## src/hdl/vps_pkg.sv

```systemverilog
`timescale 1ns / 1ps

package vps_pkg;

  // configuration port
  localparam int CFG_ADDR_W = 2;
  localparam int CFG_DATA_W = 32;
  localparam int TIMEOUT_W = 16;
  localparam logic [TIMEOUT_W-1:0] TIMEOUT_RESET = 16'd300;

  // register addresses
  localparam logic [CFG_ADDR_W-1:0] ADDR_TIMEOUT = 2'd0;

  // item kinds
  localparam logic KIND_START = 1'b0;
  localparam logic KIND_TICK = 1'b1;

  // valve drive patterns {common, close, open}, 0 = driven
  localparam logic [2:0] VD_RELEASED = 3'b111;
  localparam logic [2:0] VD_OPEN_DRIVEN = 3'b010;
  localparam logic [2:0] VD_CLOSE_DRIVEN = 3'b001;

  // pump drive levels
  localparam logic PUMP_ON = 1'b0;
  localparam logic PUMP_OFF = 1'b1;

  typedef enum logic [3:0] {
    PH_IDLE       = 4'b0001,
    PH_PUMP_STOP  = 4'b0010,
    PH_VALVE      = 4'b0100,
    PH_PUMP_START = 4'b1000
  } phase_t;

  typedef struct packed {
    logic kind;
    logic open_request;
    logic reflux_switch;
    logic drain_open_switch;
    logic drain_close_switch;
  } item_t;

  typedef struct packed {
    logic drive_drain_open;
    logic drive_drain_close;
    logic drive_drain_common;
    logic drive_pump;
    logic busy_res;
    logic finished;
    logic success;
  } result_t;

endpackage

```

## src/hdl/vps_cfg.sv

```systemverilog
`timescale 1ns / 1ps

module vps_cfg
  import vps_pkg::*;
(
  input  logic                  clk,
  input  logic                  rst,
  input  logic                  psel,
  input  logic                  penable,
  input  logic                  pwrite,
  input  logic [CFG_ADDR_W-1:0] paddr,
  input  logic [CFG_DATA_W-1:0] pwdata,
  output logic [CFG_DATA_W-1:0] prdata,
  output logic                  pready,
  output logic [TIMEOUT_W-1:0]  timeout_ticks
);

  logic wr_en;

  // write strobe for the timeout register
  assign wr_en = psel && penable && pwrite && (paddr == ADDR_TIMEOUT);
  assign pready = 1'b1;

  always_ff @(posedge clk) begin
    if (rst) begin
      timeout_ticks <= TIMEOUT_RESET;
    end else if (wr_en) begin
      timeout_ticks <= pwdata[TIMEOUT_W-1:0];
    end
  end

  assign prdata = {{(CFG_DATA_W-TIMEOUT_W){1'b0}}, timeout_ticks};

endmodule

```

## src/hdl/vps_core.sv

```systemverilog
`timescale 1ns / 1ps

module vps_core
  import vps_pkg::*;
(
  input  logic                 clk,
  input  logic                 rst,
  input  logic                 step,
  input  item_t                item,
  input  logic [TIMEOUT_W-1:0] timeout_ticks,
  output result_t              result
);

  phase_t               phase, phase_next;
  logic [TIMEOUT_W-1:0] wait_count, wait_count_next;
  logic                 open_dir, open_dir_next;
  logic [2:0]           valve_drives, valve_drives_next;
  logic                 pump_drive, pump_drive_next;
  logic                 match;
  logic                 fin, ok;
  logic [TIMEOUT_W-1:0] count_inc;

  // switch check for the current wait phase
  always_comb begin
    case (phase)
      PH_PUMP_STOP:  match = item.reflux_switch;
      PH_VALVE:      match = open_dir ? !item.drain_open_switch : !item.drain_close_switch;
      PH_PUMP_START: match = !item.reflux_switch;
      default:       match = 1'b0;
    endcase
  end

  assign count_inc = wait_count + 1'b1;

  // sequencer next state
  always_comb begin
    phase_next        = phase;
    wait_count_next   = wait_count;
    open_dir_next     = open_dir;
    valve_drives_next = valve_drives;
    pump_drive_next   = pump_drive;
    fin               = 1'b0;
    ok                = 1'b0;
    if (item.kind == KIND_START) begin
      if (phase == PH_IDLE) begin
        open_dir_next   = item.open_request;
        wait_count_next = '0;
        if (item.open_request) begin
          valve_drives_next = VD_OPEN_DRIVEN;
          phase_next        = PH_VALVE;
        end else begin
          pump_drive_next = PUMP_OFF;
          phase_next      = PH_PUMP_STOP;
        end
      end
    end else if (phase != PH_IDLE) begin
      if (match) begin
        case (phase)
          PH_PUMP_STOP: begin
            valve_drives_next = open_dir ? VD_OPEN_DRIVEN : VD_CLOSE_DRIVEN;
            wait_count_next   = '0;
            phase_next        = PH_VALVE;
          end
          PH_VALVE: begin
            valve_drives_next = VD_RELEASED;
            if (open_dir) begin
              pump_drive_next = PUMP_ON;
              wait_count_next = '0;
              phase_next      = PH_PUMP_START;
            end else begin
              phase_next = PH_IDLE;
              fin        = 1'b1;
              ok         = 1'b1;
            end
          end
          default: begin
            phase_next = PH_IDLE;
            fin        = 1'b1;
            ok         = 1'b1;
          end
        endcase
      end else begin
        wait_count_next = count_inc;
        // timeout, including the counter wrapping to zero
        if (count_inc >= timeout_ticks || count_inc == '0) begin
          if (phase == PH_VALVE) begin
            valve_drives_next = VD_RELEASED;
          end
          phase_next = PH_IDLE;
          fin        = 1'b1;
        end
      end
    end
  end

  always_ff @(posedge clk) begin
    if (rst) begin
      phase        <= PH_IDLE;
      wait_count   <= '0;
      open_dir     <= 1'b0;
      valve_drives <= VD_RELEASED;
      pump_drive   <= PUMP_OFF;
    end else if (step) begin
      phase        <= phase_next;
      wait_count   <= wait_count_next;
      open_dir     <= open_dir_next;
      valve_drives <= valve_drives_next;
      pump_drive   <= pump_drive_next;
    end
  end

  // result reflects the state after this item
  assign result.drive_drain_open   = valve_drives_next[0];
  assign result.drive_drain_close  = valve_drives_next[1];
  assign result.drive_drain_common = valve_drives_next[2];
  assign result.drive_pump         = pump_drive_next;
  assign result.busy_res           = (phase_next != PH_IDLE);
  assign result.finished           = fin;
  assign result.success            = ok;

endmodule

```

## src/hdl/valve_pump_sequencer.sv

```systemverilog
`timescale 1ns / 1ps

// Pipeline: an accepted item waits in the input register, and its result is then held in the
// result register; while the result register is full and stalled, the item waits.
// Throughput: one item per cycle when the output does not stall; the sequencer state updates as an
// item leaves the input register, and an output stall on a full result register stalls the input.
// Reset (synchronous, active high): idle, valve released, pump off, timeout 300 ticks,
// both pipeline registers empty.
module valve_pump_sequencer
  import vps_pkg::*;
(
  input  logic                  clk,
  input  logic                  rst,
  input  logic                  in_valid,
  output logic                  in_stall,
  input  item_t                 in_item,
  output logic                  out_valid,
  input  logic                  out_stall,
  output result_t               out_result,
  input  logic                  psel,
  input  logic                  penable,
  input  logic                  pwrite,
  input  logic [CFG_ADDR_W-1:0] paddr,
  input  logic [CFG_DATA_W-1:0] pwdata,
  output logic [CFG_DATA_W-1:0] prdata,
  output logic                  pready
);

  logic                 in_valid_q;
  item_t                item_q;
  logic                 out_free;
  logic                 advance;
  logic [TIMEOUT_W-1:0] timeout_ticks;
  result_t              result;

  vps_cfg u_cfg (
    .clk           (clk),
    .rst           (rst),
    .psel          (psel),
    .penable       (penable),
    .pwrite        (pwrite),
    .paddr         (paddr),
    .pwdata        (pwdata),
    .prdata        (prdata),
    .pready        (pready),
    .timeout_ticks (timeout_ticks)
  );

  vps_core u_core (
    .clk           (clk),
    .rst           (rst),
    .step          (advance),
    .item          (item_q),
    .timeout_ticks (timeout_ticks),
    .result        (result)
  );

  // pipeline flow control
  assign out_free = !out_valid || !out_stall;
  assign advance  = in_valid_q && out_free;
  assign in_stall = in_valid_q && !out_free;

  // input register
  always_ff @(posedge clk) begin
    if (rst) begin
      in_valid_q <= 1'b0;
    end else if (!in_stall) begin
      in_valid_q <= in_valid;
    end
  end

  always_ff @(posedge clk) begin
    if (!in_stall && in_valid) begin
      item_q <= in_item;
    end
  end

  // result register
  always_ff @(posedge clk) begin
    if (rst) begin
      out_valid <= 1'b0;
    end else if (out_free) begin
      out_valid <= advance;
    end
  end

  always_ff @(posedge clk) begin
    if (advance) begin
      out_result <= result;
    end
  end

  // checks
  a_stall_only_when_blocked: assert property (@(posedge clk) disable iff (rst)
    in_stall |-> (out_valid && out_stall))
    else $error("input stalled while result register is free");

  a_success_needs_finish: assert property (@(posedge clk) disable iff (rst)
    (out_valid && out_result.success) |-> out_result.finished)
    else $error("success reported without finished");

  a_finish_not_busy: assert property (@(posedge clk) disable iff (rst)
    (out_valid && out_result.finished) |-> !out_result.busy_res)
    else $error("finished while still busy");

  a_idle_valve_released: assert property (@(posedge clk) disable iff (rst)
    (out_valid && !out_result.busy_res) |->
      (out_result.drive_drain_open && out_result.drive_drain_close &&
       out_result.drive_drain_common))
    else $error("valve driven while idle");

endmodule
```

## config.mk

```make
export PLATFORM = sky130hd
export DESIGN_NAME = valve_pump_sequencer
export DESIGN_NICKNAME = d
export VERILOG_FILES = /design/src/hdl/vps_pkg.sv /design/src/hdl/vps_cfg.sv /design/src/hdl/vps_core.sv /design/src/hdl/valve_pump_sequencer.sv
export SDC_FILE = /design/constraint.sdc
export NUM_CORES = 1
export LEC_CHECK = 0
export ABC_AREA = 1
export BUFFER_PORTS_ARGS = -buffer_cell sky130_fd_sc_hd__buf_2
export CAP_MARGIN = 20
export CORE_ASPECT_RATIO = 0.9
export CORE_MARGIN = 2
export CORE_UTILIZATION = 57
export DETAILED_ROUTE_END_ITERATION = 7
export MAX_ROUTING_LAYER = met4
export PLACE_DENSITY = 0.83
export SETUP_SLACK_MARGIN = 0.3
export SLEW_MARGIN = 20
export SYNTH_ARGS = -nofsm -noshare
export SYNTH_HDL_FRONTEND = slang
export SYNTH_SLANG_ARGS = --single-unit
```

## constraint.sdc

```tcl
create_clock -name clk -period 6.9 [get_ports clk]
set_input_delay 1.035 -clock clk [delete_from_list [all_inputs] [get_ports clk]]
set_output_delay 1.035 -clock clk [all_outputs]
set_load 0.02 [all_outputs]
```

After elaboration in Yosys (flattened, before gate mapping). Cells that the tools add are included.

Add/sub/neg operators: 1. $lt $le $gt $ge: 1. Equal/unequal tests: 9. Mux-type cells: 36. Bitwise gates (word level): 1. Reduce and logical (&&, ||, !) cells: 22.

Operators with widths (count): 16-bit 2-to-1 mux (5); 16-bit case mux with 2 select lines (1); 3-bit 2-to-1 mux (8); 4-bit 2-to-1 mux (6); 16-bit by 1-bit adder with 16-bit output, second input constant (1); 16-bit greater-or-equal comparator (1); 16-bit zero test (1); 1-bit 2-to-1 mux (11); 4-bit by 1-bit != test with 1-bit output, second input constant (2); 4-bit case mux with 2 select lines (1); 1-bit zero test (7); 1-bit logical AND (6); 3-bit case mux with 2 select lines (1); 3-bit AND reduction (2); 5-bit AND reduction (1); 4-bit by 1-bit == test with 1-bit output, second input constant (1); 4-bit by 2-bit == test with 1-bit output, second input constant (1); 4-bit by 3-bit == test with 1-bit output, second input constant (1); 4-bit == test, second input constant (1); 4-bit by 3-bit != test with 1-bit output, second input constant (1); 4-bit != test, second input constant (1); 1-bit case mux with 3 select lines (1); 2-bit zero test (1); 1-bit logical OR (2); 6 further kinds (6).

Flip-flop bits (word level): 55. Word-level logic and storage cells: 90.

Logic depth before layout (Yosys ltp).
Word-level depth: 8. Gate-level depth with buffers: 22. Gate-level depth less buffers: 22.

Hierarchy. From an unflattened synthesis, not the netlist that was laid out.

Cell total of the unflattened synthesis: 535. Area, all modules: 3682.3 sq um.

Modules (own cells, without submodules): vps_core (times used 1, cells an instance 373, area each 2269.7 sq um, seq. area each 500.5 sq um); vps_cfg (times used 1, cells an instance 138, area each 960.9 sq um, seq. area each 320.3 sq um); valve_pump_sequencer (times used 1, cells an instance 24, area each 451.7 sq um, seq. area each 400.4 sq um).

Worst setup path before layout. OpenSTA, ideal clock, no wires.

Path kind: reg2reg. Start: reg u_core.wait_count[0]. End: reg out_result[6] (netlist name), data pin. Setup time: 0.255 ns. Arrival: 2.240 ns. Slack: 4.405 ns. Cell stages (with the launch flop): 20. Path buffers: 0. Period minus slack after synthesis: 2.495 ns. Path through: dfxtp_1 -> ha_1 -> nand3_2 -> nor2_1 -> nand4_1 -> nand2_1 -> inv_1 -> ha_1 -> nand2_1 -> inv_1 -> a31oi_1 -> o21ai_0 -> nor2_1 -> nand2_1 -> nor2_1 -> nand2_2 -> nand2_2 -> nand2_1 -> nand2_1 -> nand2_2.

RTL lines: start: declaration (RTL line vps_core.sv:15) `logic [TIMEOUT_W-1:0] wait_count, wait_count_next;`; start signal: assignment (RTL line vps_core.sv:105) `wait_count <= wait_count_next;`; end signal: assignment (RTL line valve_pump_sequencer.sv:89) `out_result <= result;`; end: declaration (RTL line valve_pump_sequencer.sv:19) `output result_t out_result,`.

==> results.yml <==
clock_network:
  cts_setup_buffers: 0
  root_buffer: "clkbuf_8"
  cts_buffers: 5
  clock-sinks: 55
  cts_buffer_depth: 2
  cts_tree: "yes"
  htree_levels: 2
  cts.repair.resized: 0
  clock_latency_ns: 0.31
  cts.clk_slew.worst_paths_ns: 0.10
  cts-hold-fix-buffers: 0
synthesis:
  synthTopCellsByArea: "dfxtp_1 (26%), nand2_1 (11%), edfxtp_1 (11%), inv_1 (7.7%), a21oi_1 (7.2%)"
  synth_edf_count: 12
  ys_types: 34
  yosysWarnings: 0
  synth_area_um2: 3350
  async_flop_share: 0
  synth_cells: 471
  yosysTopAreaCell: "dfxtp_1"
  ys_seq_area_frac: 0.365
  ys.flop_type: "dfxtp_1"
  yosys_register_bits: 55
  syn_avg_cell_area_um2: 7.10
  synth_top_area_frac: 0.257
place:
  dp_hpwl_mm: 5.30
  routabilityCongestion: 0.936
  place_area_um2: 3580
  port_buffers: 54
  place_inst: 581
  place_ws_ns: 3.75
critical_path:
  r2r-start: "u_core.wait_count[0]"
  crit_fanout: 5
  worstSetupEndpointType: "flop"
  critPathLaunchType: "flop"
  path_class: "flop to flop"
  r2r_cells: 19
  rr_endpoint: "out_result[4]"
  cp.arrival_ns: 3.21
  required_ns: 6.97
  r2r_slack_ns: 3.76
status:
  status: "completed"
grt:
  grt.overflow.total: 0
  track_usage: 0.233
  grt_max_degree: 31
  antenna_found_initial: 0
  grt_pass1_vias: 2760
  grt_pass1_wl_mm: 12.3
final_layout:
  layout.nets: 582
  area_growth_pct: 10.3
  fillCellCount: 492
  final_area_um2: 3690
  diodes: 0
  final_util: 0.652
  drive_gt1_frac: 0.164
  instances_no_fill: 589
routing:
  drt_iter0_drc: 284
  via_per_inst: 5.30
  wl_per_cell_um: 12.2
  routed_wl_mm: 7.21
  vias: 3122
  antenna_left: 0
  dr.pass1.iters: 5
  drc_errors: 0
timing:
  min_period_ns: 3.14
  fin_setup_tns_ns: 0
  holdWs_ns: 0.481
  tightest_slew_ns: 0.988
  fin_worst_skew_ns: 0.00603
  hold_violations: 0
  setup_viol_count_final: 0
  worst_slack_ns: 3.76
  rsz0062_at_grt: "no"
  drv_slew: 0
  relSlewSlack: 0.339
  fmax_mhz: 319
  fin_crit_sh: 0.455
floorplan:
  dieHeight_um: 76.7
  rows: 26
  die_area_um2: 6500
  start_util: 0.591
  ioPinCount: 88
  chipWidth_um: 84.8
  coreArea_um2: 5660
hold_path:
  hold_end: "u_cfg.timeout_ticks[7]"
  hold_path_depth: 2
  worstHoldStart: "u_cfg.timeout_ticks[7]"
  min_path_type: "flop to flop"
run:
  maxCapViolCount: 0
power_and_ir_drop:
  cellLeakagePower_nw: 1.84
  p_total_uw: 721
  vdd_drop_max_mv: 0.125
  power_density_nw_per_um2: 195
cells in the final DEF, fill, tap and decap left out, drive strengths merged:
master,n
bufinv,1
nor3,5
clkbuf,5
xor2,2
nand2,107
nand3,24
edfxtp,12
dfxtp,43
a31oi,1
a211oi,15
and3,2
clkinv,3
mux2i,1
or2,1
nand4,8
ha,18
nor2,43
inv,72
a21oi,49
a21o,1
o21ai,29
o21a,1
nor3b,1
buf,54
conb,17
o211ai,4
layout make-up:
type                            count  area [um^2]  share of cell area
Timing Repair Buffer               54          270              0.0732
Clock buffer                        5         68.8              0.0187
Multi-Input combinational cell    329         1720               0.467
Clock inverter                      3         43.8              0.0119
Sequential cell                    55         1220               0.331
Inverter                           73          274              0.0743
Tap cell                           70         87.6              0.0237
power by group:
part	internal, mW	switching (mW)
clock network	0.108	0.109
registers	0.348	0.0140
logic	0.0469	0.0953
total	0.503	0.218
worst max-delay path, stage by stage, from the launching register on:
cell and delay [ns]:
dfxtp_1 0.43, ha_1 0.27, nand3_2 0.14, nor2_1 0.25, nand4_1 0.12, nand2_1 0.10
inv_1 0.07, ha_1 0.28, nand2_1 0.07, inv_1 0.05, a31oi_1 0.12, o21ai_0 0.12
nor2_1 0.12, nand2_1 0.06, nor2_1 0.25, nand2_2 0.14, nand2_2 0.09, nand2_1 0.05
nand2_1 0.07, nand2_2 0.06
registers in the layout, indices dropped and copies added (netlist names):
name                 flops
u_cfg.timeout_ticks     16
u_core.wait_count       16
out_result               7
item_q                   5
u_core.phase             4
u_core.valve_drives      3
in_valid_q               1
out_valid                1
u_core.open_dir          1
u_core.pump_drive        1
layer usage:
layer	vias up	global-route usage	routed length (um)
met4	0	0.0587	116
li1	1594	-	-
met1	1401	0.334	3470
met3	11	0.0323	422
met5	-	-	0
met2	116	0.349	3200
cells in the mapped netlist, drive strengths merged (2+ instances only):
library cell and instances:
clkbuf 8, and3 2, buf 21, edfxtp 12, nand3 24, ha 18, a21oi 49, conb 2
xor2 2, dfxtp 43, a211oi 15, nor3 5, nand2 107, inv 72, o211ai 4, o21ai 29
nand4 8, nor2 43
worst max-delay path by stage:
stage	end	from	cells past startpoint	slack (ns)
2_1_floorplan	out_result[6]	u_core.wait_count[0]	19	4.41
4_1_cts	out_result[4]	u_core.wait_count[0]	19	3.80
3_3_place_gp	u_core.wait_count[13]	out_stall	7	3.81
3_5_place_dp	u_core.wait_count[11]	out_stall	7	3.75
6_report	out_result[4]	u_core.wait_count[0]	19	3.76
5_1_grt	out_result[4]	u_core.wait_count[0]	20	3.41
cell families after synthesis:
kind of cell / count (synthesis) / share of synthesized area
AOI/OAI and AO/OA: 100 / 0.167
xor gates and xnor gates: 2 / 0.00524
adders and majority gates: 18 / 0.0673
buffers and inverters: 102 / 0.137
DFF: 55 / 0.365
muxes: 1 / 0.00299
other: 2 / 0.00224
and+or+nand+nor: 191 / 0.254
Power figures use the tool's default switching activity.
